## config.mk

```make
export PLATFORM = sky130hd
export DESIGN_NAME = nine_bit_datagram_deframer
export DESIGN_NICKNAME = d
export VERILOG_FILES = /design/src/rtl/nbdd_pkg.sv /design/src/rtl/nbdd_ram.sv /design/src/rtl/nbdd_cmd_queue.sv /design/src/rtl/nbdd_front.sv /design/src/rtl/nbdd_back.sv /design/src/rtl/nine_bit_datagram_deframer.sv
export SDC_FILE = /design/constraint.sdc
export NUM_CORES = 1
export LEC_CHECK = 0
export ABC_AREA = 1
export ABC_CLOCK_PERIOD_IN_PS = 4300
export BUFFER_PORTS_ARGS = -buffer_cell sky130_fd_sc_hd__buf_2
export CORE_MARGIN = 2
export CORE_UTILIZATION = 41
export DETAILED_ROUTE_END_ITERATION = 10
export GPL_ROUTABILITY_DRIVEN = 0
export SYNTH_ARGS = -nofsm -noshare
export SYNTH_HDL_FRONTEND = slang
export SYNTH_SLANG_ARGS = --single-unit
```

## constraint.sdc

```tcl
create_clock -name clk -period 4.3 [get_ports clk]
set_input_delay 0 -clock clk [delete_from_list [all_inputs] [get_ports clk]]
set_output_delay 0 -clock clk [all_outputs]
set_load 0.005 [all_outputs]
```

## src/rtl/nbdd_pkg.sv

```systemverilog
package nbdd_pkg;

	localparam int MAX_FRAME_DEF = 18;

	localparam int BYTE_W    = 8;
	localparam int CHAR_W    = 9;
	localparam int LEN_W     = 5;
	localparam int MS_W      = 16;
	localparam int CFG_W     = 10;
	localparam int CFG_IDX_W = 2;

	localparam logic [MS_W-1:0]  MS_MAX        = '1;
	localparam logic [CFG_W-1:0] IDLE_TIME_RST = 10'd10;
	localparam logic [CFG_W-1:0] SEND_GAP_RST  = 10'd10;
	localparam logic [LEN_W-1:0] LEN_BIAS      = 5'd3;
	localparam logic [LEN_W-1:0] MAX_LEN       = 5'd18;

	localparam logic [CFG_IDX_W-1:0] REG_IDLE_TIME = 2'd0;
	localparam logic [CFG_IDX_W-1:0] REG_SEND_GAP  = 2'd1;

	localparam int CMDQ_DEPTH = 2;
	localparam int OUTQ_DEPTH = 4;

	typedef enum logic [1:0] {
		KIND_BYTE       = 2'd0,
		KIND_DROPPED    = 2'd1,
		KIND_UNEXPECTED = 2'd2,
		KIND_PERMIT     = 2'd3
	} kind_t;

	// work handed from the front to the back
	typedef struct packed {
		kind_t              kind;
		logic [BYTE_W-1:0]  data;
		logic [LEN_W-1:0]   len;
	} cmd_t;

	// one result word
	typedef struct packed {
		kind_t              kind;
		logic [BYTE_W-1:0]  data;
		logic               last;
		logic [LEN_W-1:0]   len;
	} res_t;

endpackage

```

## src/rtl/nbdd_ram.sv

```systemverilog
module nbdd_ram #(
	parameter int WIDTH = 8,
	parameter int DEPTH = 18
) (
	input  logic                     clk,
	input  logic                     we,
	input  logic [$clog2(DEPTH)-1:0] waddr,
	input  logic [WIDTH-1:0]         wdata,
	input  logic                     re,
	input  logic [$clog2(DEPTH)-1:0] raddr,
	output logic [WIDTH-1:0]         rdata
);

	logic [WIDTH-1:0] mem_q [DEPTH];

	always_ff @(posedge clk) begin
		if (we) begin
			mem_q[waddr] <= wdata;
		end
		if (re) begin
			rdata <= mem_q[raddr];
		end
	end

endmodule

```

## src/rtl/nbdd_cmd_queue.sv

```systemverilog
module nbdd_cmd_queue (
	input  logic          clk,
	input  logic          arst_n,
	input  logic          push,
	input  nbdd_pkg::cmd_t din,
	output logic          full,
	output logic          valid,
	output nbdd_pkg::cmd_t dout,
	input  logic          pop
);

	localparam int DEPTH = nbdd_pkg::CMDQ_DEPTH;
	localparam int PW    = $clog2(DEPTH);
	localparam int CW    = $clog2(DEPTH + 1);

	nbdd_pkg::cmd_t  mem_q [DEPTH];
	logic [PW-1:0]   wr_ptr_q;
	logic [PW-1:0]   rd_ptr_q;
	logic [CW-1:0]   cnt_q;
	logic            do_push;
	logic            do_pop;

	assign full    = (cnt_q == CW'(DEPTH));
	assign valid   = (cnt_q != '0);
	assign dout    = mem_q[rd_ptr_q];
	assign do_push = push && !full;
	assign do_pop  = pop && valid;

	always_ff @(posedge clk) begin
		if (do_push) begin
			mem_q[wr_ptr_q] <= din;
		end
	end

	always_ff @(posedge clk or negedge arst_n) begin
		if (!arst_n) begin
			wr_ptr_q <= '0;
			rd_ptr_q <= '0;
			cnt_q    <= '0;
		end else begin
			if (do_push) begin
				wr_ptr_q <= (wr_ptr_q == PW'(DEPTH - 1)) ? '0 : wr_ptr_q + 1'b1;
			end
			if (do_pop) begin
				rd_ptr_q <= (rd_ptr_q == PW'(DEPTH - 1)) ? '0 : rd_ptr_q + 1'b1;
			end
			case ({do_push, do_pop})
				2'b10:   cnt_q <= cnt_q + 1'b1;
				2'b01:   cnt_q <= cnt_q - 1'b1;
				default: cnt_q <= cnt_q;
			endcase
		end
	end

endmodule

```

## src/rtl/nbdd_front.sv

```systemverilog
module nbdd_front #(
	parameter int MAX_FRAME = nbdd_pkg::MAX_FRAME_DEF
) (
	input  logic                              clk,
	input  logic                              arst_n,
	input  logic                              push,
	output logic                              full,
	input  logic                              func,
	input  logic [nbdd_pkg::CHAR_W-1:0]       char_in,
	input  logic                              cfg_valid,
	output logic                              cfg_ready,
	input  logic [nbdd_pkg::CFG_IDX_W-1:0]    cfg_index,
	input  logic [nbdd_pkg::CFG_W-1:0]        cfg_data,
	output logic                              cmd_push,
	output nbdd_pkg::cmd_t                    cmd,
	input  logic                              cmdq_full,
	input  logic                              emit_done,
	output logic                              ram_we,
	output logic [$clog2(MAX_FRAME)-1:0]      ram_waddr,
	output logic [nbdd_pkg::BYTE_W-1:0]       ram_wdata
);

	localparam int AW    = $clog2(MAX_FRAME);
	localparam int LEN_W = nbdd_pkg::LEN_W;
	localparam int MS_W  = nbdd_pkg::MS_W;

	logic [nbdd_pkg::CFG_W-1:0] idle_time_q;
	logic [nbdd_pkg::CFG_W-1:0] send_gap_q;
	logic [LEN_W-1:0]           fill_q, fill_d;
	logic [LEN_W-1:0]           exp_q, exp_d;
	logic [MS_W-1:0]            since_in_q, since_in_d;
	logic [MS_W-1:0]            since_permit_q, since_permit_d;
	logic                       emit_busy_q, emit_busy_d;

	logic                       accept;
	logic [MS_W-1:0]            since_in_inc;
	logic [MS_W-1:0]            since_permit_inc;
	logic [LEN_W-1:0]           fill_inc;
	logic                       store_ok;

	// items wait while the command queue is full or the back still reads a finished datagram
	assign full      = cmdq_full || emit_busy_q;
	assign accept    = push && !full;
	assign cfg_ready = 1'b1;

	assign since_in_inc     = (since_in_q == nbdd_pkg::MS_MAX) ? since_in_q : since_in_q + 1'b1;
	assign since_permit_inc = (since_permit_q == nbdd_pkg::MS_MAX) ?
		since_permit_q : since_permit_q + 1'b1;
	assign fill_inc  = fill_q + 1'b1;
	assign store_ok  = {1'b0, fill_q} < (LEN_W + 1)'(MAX_FRAME);
	assign ram_wdata = char_in[nbdd_pkg::BYTE_W-1:0];

	always_comb begin
		fill_d         = fill_q;
		exp_d          = exp_q;
		since_in_d     = since_in_q;
		since_permit_d = since_permit_q;
		emit_busy_d    = emit_busy_q && !emit_done;
		cmd_push       = 1'b0;
		cmd            = '{kind: nbdd_pkg::KIND_PERMIT, data: '0, len: '0};
		ram_we         = 1'b0;
		ram_waddr      = fill_q[AW-1:0];
		if (accept) begin
			if (func) begin
				since_in_d     = since_in_inc;
				since_permit_d = since_permit_inc;
				if (since_in_inc >= MS_W'(idle_time_q) && since_permit_inc > MS_W'(send_gap_q)) begin
					cmd_push       = 1'b1;
					since_permit_d = '0;
				end
			end else begin
				since_in_d = '0;
				if (char_in[nbdd_pkg::CHAR_W-1]) begin
					if (fill_q != '0) begin
						cmd_push = 1'b1;
						cmd.kind = nbdd_pkg::KIND_DROPPED;
					end
					ram_we    = 1'b1;
					ram_waddr = '0;
					fill_d    = LEN_W'(1);
				end else if (fill_q == LEN_W'(1)) begin
					exp_d  = {1'b0, char_in[3:0]} + nbdd_pkg::LEN_BIAS;
					ram_we = store_ok;
					fill_d = fill_inc;
				end else if (fill_q < exp_q) begin
					ram_we = store_ok;
					if (fill_inc == exp_q) begin
						cmd_push    = 1'b1;
						cmd.kind    = nbdd_pkg::KIND_BYTE;
						cmd.len     = exp_q;
						fill_d      = '0;
						exp_d       = '0;
						emit_busy_d = 1'b1;
					end else begin
						fill_d = fill_inc;
					end
				end else begin
					cmd_push = 1'b1;
					cmd.kind = nbdd_pkg::KIND_UNEXPECTED;
					cmd.data = char_in[nbdd_pkg::BYTE_W-1:0];
				end
			end
		end
	end

	always_ff @(posedge clk or negedge arst_n) begin
		if (!arst_n) begin
			fill_q         <= '0;
			exp_q          <= '0;
			since_in_q     <= '0;
			since_permit_q <= '0;
			emit_busy_q    <= 1'b0;
		end else begin
			fill_q         <= fill_d;
			exp_q          <= exp_d;
			since_in_q     <= since_in_d;
			since_permit_q <= since_permit_d;
			emit_busy_q    <= emit_busy_d;
		end
	end

	always_ff @(posedge clk or negedge arst_n) begin
		if (!arst_n) begin
			idle_time_q <= nbdd_pkg::IDLE_TIME_RST;
			send_gap_q  <= nbdd_pkg::SEND_GAP_RST;
		end else if (cfg_valid && cfg_ready) begin
			case (cfg_index)
				nbdd_pkg::REG_IDLE_TIME: idle_time_q <= cfg_data;
				nbdd_pkg::REG_SEND_GAP:  send_gap_q  <= cfg_data;
				default: ;
			endcase
		end
	end

endmodule

```

## src/rtl/nbdd_back.sv

```systemverilog
module nbdd_back #(
	parameter int MAX_FRAME = nbdd_pkg::MAX_FRAME_DEF
) (
	input  logic                          clk,
	input  logic                          arst_n,
	input  logic                          cmd_valid,
	input  nbdd_pkg::cmd_t                cmd,
	output logic                          cmd_pop,
	output logic                          emit_done,
	output logic                          ram_re,
	output logic [$clog2(MAX_FRAME)-1:0]  ram_raddr,
	input  logic [nbdd_pkg::BYTE_W-1:0]   ram_rdata,
	output logic                          empty,
	input  logic                          pop,
	output logic [1:0]                    kind,
	output logic [nbdd_pkg::BYTE_W-1:0]   data_byte,
	output logic                          last,
	output logic [nbdd_pkg::LEN_W-1:0]    datagram_length
);

	localparam int AW    = $clog2(MAX_FRAME);
	localparam int LEN_W = nbdd_pkg::LEN_W;
	localparam int DEPTH = nbdd_pkg::OUTQ_DEPTH;
	localparam int PW    = $clog2(DEPTH);
	localparam int CW    = $clog2(DEPTH + 1);

	typedef enum logic [1:0] {
		ST_IDLE = 2'b01,
		ST_EMIT = 2'b10
	} back_state_t;

	back_state_t      state_q, state_d;
	logic [LEN_W-1:0] idx_q, idx_d;
	logic [LEN_W-1:0] len_q, len_d;
	logic [LEN_W-1:0] idx_inc;

	logic             valid_s1;
	logic             from_ram_s1;
	nbdd_pkg::res_t   res_s1;
	logic             load_s1;
	logic             load_from_ram;
	nbdd_pkg::res_t   load_res;

	nbdd_pkg::res_t   outq_q [DEPTH];
	logic [PW-1:0]    wr_ptr_q;
	logic [PW-1:0]    rd_ptr_q;
	logic [CW-1:0]    cnt_q;
	logic             can_issue;
	logic             do_pop;
	nbdd_pkg::res_t   push_res;
	nbdd_pkg::res_t   head;

	// a slot is reserved for the word sitting in the read stage
	assign can_issue = ((CW + 1)'(cnt_q) + (CW + 1)'(valid_s1)) < (CW + 1)'(DEPTH);
	assign idx_inc   = idx_q + 1'b1;
	assign ram_raddr = idx_q[AW-1:0];

	always_comb begin
		state_d       = state_q;
		idx_d         = idx_q;
		len_d         = len_q;
		cmd_pop       = 1'b0;
		emit_done     = 1'b0;
		ram_re        = 1'b0;
		load_s1       = 1'b0;
		load_from_ram = 1'b0;
		load_res      = '{kind: cmd.kind, data: cmd.data, last: 1'b1, len: '0};
		case (state_q)
			ST_IDLE: begin
				if (cmd_valid && can_issue) begin
					cmd_pop = 1'b1;
					if (cmd.kind == nbdd_pkg::KIND_BYTE) begin
						state_d = ST_EMIT;
						idx_d   = '0;
						len_d   = cmd.len;
					end else begin
						load_s1 = 1'b1;
					end
				end
			end
			ST_EMIT: begin
				if (can_issue) begin
					ram_re        = 1'b1;
					load_s1       = 1'b1;
					load_from_ram = 1'b1;
					load_res      = '{kind: nbdd_pkg::KIND_BYTE, data: '0,
						last: (idx_inc == len_q), len: len_q};
					idx_d         = idx_inc;
					if (idx_inc == len_q) begin
						state_d   = ST_IDLE;
						emit_done = 1'b1;
					end
				end
			end
			default: state_d = ST_IDLE;
		endcase
	end

	always_ff @(posedge clk or negedge arst_n) begin
		if (!arst_n) begin
			state_q  <= ST_IDLE;
			idx_q    <= '0;
			len_q    <= '0;
			valid_s1 <= 1'b0;
		end else begin
			state_q  <= state_d;
			idx_q    <= idx_d;
			len_q    <= len_d;
			valid_s1 <= load_s1;
		end
	end

	always_ff @(posedge clk) begin
		if (load_s1) begin
			res_s1      <= load_res;
			from_ram_s1 <= load_from_ram;
		end
	end

	// result queue
	always_comb begin
		push_res = res_s1;
		if (from_ram_s1) begin
			push_res.data = ram_rdata;
		end
	end

	assign empty  = (cnt_q == '0);
	assign do_pop = pop && !empty;
	assign head   = outq_q[rd_ptr_q];

	assign kind            = head.kind;
	assign data_byte       = head.data;
	assign last            = head.last;
	assign datagram_length = head.len;

	always_ff @(posedge clk) begin
		if (valid_s1) begin
			outq_q[wr_ptr_q] <= push_res;
		end
	end

	always_ff @(posedge clk or negedge arst_n) begin
		if (!arst_n) begin
			wr_ptr_q <= '0;
			rd_ptr_q <= '0;
			cnt_q    <= '0;
		end else begin
			if (valid_s1) begin
				wr_ptr_q <= (wr_ptr_q == PW'(DEPTH - 1)) ? '0 : wr_ptr_q + 1'b1;
			end
			if (do_pop) begin
				rd_ptr_q <= (rd_ptr_q == PW'(DEPTH - 1)) ? '0 : rd_ptr_q + 1'b1;
			end
			case ({valid_s1, do_pop})
				2'b10:   cnt_q <= cnt_q + 1'b1;
				2'b01:   cnt_q <= cnt_q - 1'b1;
				default: cnt_q <= cnt_q;
			endcase
		end
	end

endmodule

```

## src/rtl/nine_bit_datagram_deframer.sv

```systemverilog
// Receives nine-bit bus characters and millisecond ticks through a queue-style input
// (push/full) and hands out result words through a queue-style output (empty/pop).
// The front takes one item per clock while its two-entry command queue has room and
// no datagram is being read back; a tick or a character gives at most one command.
// A completed datagram of L bytes (3 to 18) is read back from the frame memory by the
// back at one byte per clock while the result queue has room, and full is held high
// by a register set when the datagram completes until the back has issued the read
// of its last byte, since the next start character would overwrite that memory.
// Every result passes through the read-stage register into the result queue.
// The frame memory has no reset and needs no clearing pass; only bytes of the
// current datagram are ever read. The two timing registers are written through
// cfg_valid/cfg_ready, which is always ready.
module nine_bit_datagram_deframer #(
	parameter int MAX_FRAME = nbdd_pkg::MAX_FRAME_DEF
) (
	input  logic                           clk,
	input  logic                           arst_n,
	input  logic                           push,
	output logic                           full,
	input  logic                           func,
	input  logic [nbdd_pkg::CHAR_W-1:0]    char_in,
	output logic                           empty,
	input  logic                           pop,
	output logic [1:0]                     kind,
	output logic [nbdd_pkg::BYTE_W-1:0]    data_byte,
	output logic                           last,
	output logic [nbdd_pkg::LEN_W-1:0]     datagram_length,
	input  logic                           cfg_valid,
	output logic                           cfg_ready,
	input  logic [nbdd_pkg::CFG_IDX_W-1:0] cfg_index,
	input  logic [nbdd_pkg::CFG_W-1:0]     cfg_data
);

	localparam int AW = $clog2(MAX_FRAME);

	nbdd_pkg::cmd_t               front_cmd;
	nbdd_pkg::cmd_t               back_cmd;
	logic                         cmd_push;
	logic                         cmdq_full;
	logic                         cmd_valid;
	logic                         cmd_pop;
	logic                         emit_done;
	logic                         ram_we;
	logic [AW-1:0]                ram_waddr;
	logic [nbdd_pkg::BYTE_W-1:0]  ram_wdata;
	logic                         ram_re;
	logic [AW-1:0]                ram_raddr;
	logic [nbdd_pkg::BYTE_W-1:0]  ram_rdata;

	nbdd_front #(.MAX_FRAME(MAX_FRAME)) u_front (
		.clk       (clk),
		.arst_n    (arst_n),
		.push      (push),
		.full      (full),
		.func      (func),
		.char_in   (char_in),
		.cfg_valid (cfg_valid),
		.cfg_ready (cfg_ready),
		.cfg_index (cfg_index),
		.cfg_data  (cfg_data),
		.cmd_push  (cmd_push),
		.cmd       (front_cmd),
		.cmdq_full (cmdq_full),
		.emit_done (emit_done),
		.ram_we    (ram_we),
		.ram_waddr (ram_waddr),
		.ram_wdata (ram_wdata)
	);

	nbdd_cmd_queue u_cmd_queue (
		.clk    (clk),
		.arst_n (arst_n),
		.push   (cmd_push),
		.din    (front_cmd),
		.full   (cmdq_full),
		.valid  (cmd_valid),
		.dout   (back_cmd),
		.pop    (cmd_pop)
	);

	nbdd_ram #(
		.WIDTH (nbdd_pkg::BYTE_W),
		.DEPTH (MAX_FRAME)
	) u_frame_ram (
		.clk   (clk),
		.we    (ram_we),
		.waddr (ram_waddr),
		.wdata (ram_wdata),
		.re    (ram_re),
		.raddr (ram_raddr),
		.rdata (ram_rdata)
	);

	nbdd_back #(.MAX_FRAME(MAX_FRAME)) u_back (
		.clk             (clk),
		.arst_n          (arst_n),
		.cmd_valid       (cmd_valid),
		.cmd             (back_cmd),
		.cmd_pop         (cmd_pop),
		.emit_done       (emit_done),
		.ram_re          (ram_re),
		.ram_raddr       (ram_raddr),
		.ram_rdata       (ram_rdata),
		.empty           (empty),
		.pop             (pop),
		.kind            (kind),
		.data_byte       (data_byte),
		.last            (last),
		.datagram_length (datagram_length)
	);

endmodule

```

==> qor.yml <==
nNetsFinal: 1607
hold_buffers: 25
cts_setup_buffers: 0
fillers: 3448
rsz0062_at_grt: "no"
end_kind: "flop"
path_class: "flop to flop"
place_ws_ns: 0.491
vias_per_cell: 5.12
crit_family: "simple AND/OR/NAND/NOR gates"
antennaDiodeCount: 0
dp_cells: 1984
syn_to_final_growth_pct: 14.6
fin_ws_ns: 0.474
crit_required_ns: 4.72
grt_pass1_wl_um: 57900
critPathMaxFanout: 9
cp_data_arrival_time_ns: 4.24
gr-total-overflow: 0
synth_fa_ha_area_share_pct: 3.37
final_common_cell: "edfxtp_1"
synth_compound_area_share_pct: 10.9
portBuffers: 44
hp-class: "input pin to flop"
post-route-util_pct: 48.0
cp_common_cell: "nand2_1"
cap_violations: 0
postSynthAreaPerCell_um2: 10.9
drc: 0
muxShareOfSynthArea_pct: 1.26
start_util_pct: 41.8
num_vias: 10600
status: "finished clean"
synth.distinct_cells: 47
skew_ns: 0.0225
slew-limit-headroom_pct: 35.3
setup_viol: 0
synthFlopType: "edfxtp_1"
hold_viol: 0
drive_gt1_share_pct: 12.5
powerDensity_mw_per_mm2: 582
clkSinkCount: 350
synth_xor_area_share_pct: 1.60
synth_top_family_by_area: "simple AND/OR/NAND/NOR gates"
max_freq_mhz: 261
async_reset_ff_share_pct: 24.9
synth-simple-area-share_pct: 14.1
fin_crit_ns: 3.83
synth_seq_cells: 350
tns_ns: 0
synthCells: 1454
die_area_mm2: 0.0402
first_pass_iters: 5
core_mm2: 0.0378
mostFrequentLayoutCells: "edfxtp_1 (263), nand2_1 (205), nor2_1 (190)"
dieHeight_um: 201
ios: 46
power.leakage_nw: 7.14
vdd_drop_max_v: 0.000343
drt-wirelength-per-cell_um: 17.2
start_kind: "flop"
netlist_area_mm2: 0.0158
ant_nets: 0
period_share_pct: 89.0
clock_path_buffers: 3
cts_htree_levels: 2
ys_seq_area_share_pct: 63.7
cpMaxStageDelayCell: "dfrtp_1"
final_cells: 2078
synth_edf_count: 263
first_global_vias: 10500
ctsResizeCount: 0
clock_latency_ns: 0.55
globalRouteTotalUtil_pct: 18.1
dp_hpwl_um: 22900
cts_buffers: 38
drv_slew: 0
slowest_delay_ns: 0.39
antenna_found_initial: 0
drt_iter0_drc: 746
multi_input_area_mm2: 0.00494
worst-path-buf-inv: 4
cts_tree: "done"
dieWidth_um: 201
yosys_warnings: 0
regArea_mm2: 0.0101
path_clk_slew_ns: 0.07
syn_nets: 1523
power_w: 0.0106
rows: 71
root_buffer: "clkbuf_16"
routed_wl_um: 35700
worst_pin_slew_ns: 0.971
grt_start_max_net_pins: 58
-- state kept, by name (all words and copies together), names as in the netlist, 8 cells and up --
signal and count:
u_front.since_in_q 16, u_back.res_s1 8, u_front.idle_time_q 10, u_front.since_permit_q 16
u_front.send_gap_q 10, u_frame_ram.mem_q 144, u_back.outq_q 64, u_cmd_queue.mem_q 30
u_frame_ram.rdata 8, u_back.push_res 8
-- layout make-up --
class | count | share of cell area [%]
well taps | 511 | 3.52
multi-input cells | 889 | 27.2
inverters | 164 | 3.39
clock buffers | 42 | 5.44
clock inverters | 27 | 1.13
repair buffers | 95 | 3.74
flip-flops and latches | 350 | 55.6
-- cell families after synthesis --
logic type,after synthesis
muxes,18
and+or+nand+nor,514
DFF,350
AOI/OAI and AO/OA,286
buffers and inverters,215
adders and majority gates,42
other,1
xor gates and xnor gates,28
-- worst reg2reg max path, cell delays in order (launching register included) --
cell and delay (ns):
dfrtp_1 0.39, ha_1 0.27, nand3_1 0.10, inv_1 0.08, nand3_1 0.09, nor2_1 0.29, inv_1 0.14, nand3_1 0.11
inv_1 0.05, nand2_1 0.06, xor2_1 0.22, inv_1 0.07, ha_1 0.28, nand2_1 0.06, a21oi_1 0.05, nor2_1 0.09
nand2_1 0.06, nand2_1 0.05, nand2_1 0.04, a21oi_1 0.15, nand3_2 0.14, nand2_8 0.14, nand2_4 0.07, nand2_4 0.07
ha_1 0.25, a21oi_1 0.12, o21ai_0 0.10, xor2_1 0.15
-- synthesized netlist by cell type (12+ instances only) --
| master | count | area (µm²) |
|---|---|---|
| edfxtp_1 | 263 | 7900 |
| nand2_1 | 205 | 769 |
| nor2_1 | 190 | 713 |
| o21ai_0 | 158 | 791 |
| inv_1 | 157 | 589 |
| dfrtp_1 | 82 | 2050 |
| nand3_1 | 56 | 280 |
| clkbuf_1 | 43 | 161 |
| ha_1 | 41 | 513 |
| a21oi_1 | 35 | 175 |
| o221ai_1 | 30 | 263 |
| o22ai_1 | 23 | 144 |
| xor2_1 | 23 | 201 |
| mux2_2 | 16 | 180 |
| nand4_1 | 15 | 93.8 |
| nor3_1 | 12 | 60.1 |
-- per-stage QoR --
| step | hold slack (ns) | cell area (µm²) |
|---|---|---|
| after floorplan | -0.296 | 15800 |
| after global placement | -0.0295 | 16700 |
| after detailed placement | -0.0276 | 16700 |
| after CTS | 0.0596 | 18100 |
| after global routing | 0.160 | 18100 |
| final | 0.0684 | 18100 |
-- report_power, final --
| group | internal, W | leakage [nW] | total (W) | switching [W] |
|---|---|---|---|---|
| Combinational | 0.00102 | 3.14 | 0.00289 | 0.00187 |
| Sequential | 0.00414 | 3.41 | 0.00450 | 0.000369 |
| Clock | 0.00183 | 0.584 | 0.00316 | 0.00133 |
-- layer usage --
layer / global-route usage [%] / part of all wire [%] / routed length, µm / up-vias
met2: 29.2 / 47 / 16700 / 219
met5: 0 / 0 / 0 / -
li1: - / - / - / 5208
met3: 3.15 / 5.1 / 1830 / 46
met4: 5.05 / 2.0 / 707 / 0
met1: 25.3 / 46 / 16500 / 5167
-- final timing paths --
check	endpoint	slack, ns	cells past startpoint	from
max in group asynchronous	u_front.since_permit_q[13]$_DFFE_PN0P_	3.06	4	arst_n
worst min-delay path	u_front.idle_time_q[1]$_DFFE_PN1P_	0.07	4	cfg_valid
worst max register to register	u_cmd_queue.cnt_q[1]$_DFFE_PN0P_	0.47	27	u_front.since_permit_q[0]$_DFFE_PN0P_
min in group asynchronous	u_front.idle_time_q[0]$_DFFE_PN0P_	0.47	4	arst_n
worst min register to register	u_front.send_gap_q[4]$_DFFE_PN0P_	0.49	2	u_front.send_gap_q[4]$_DFFE_PN0P_
worst max-delay path	u_cmd_queue.cnt_q[1]$_DFFE_PN0P_	0.47	27	u_front.since_permit_q[0]$_DFFE_PN0P_
Note: power is estimated with default switching activity, not from simulation.
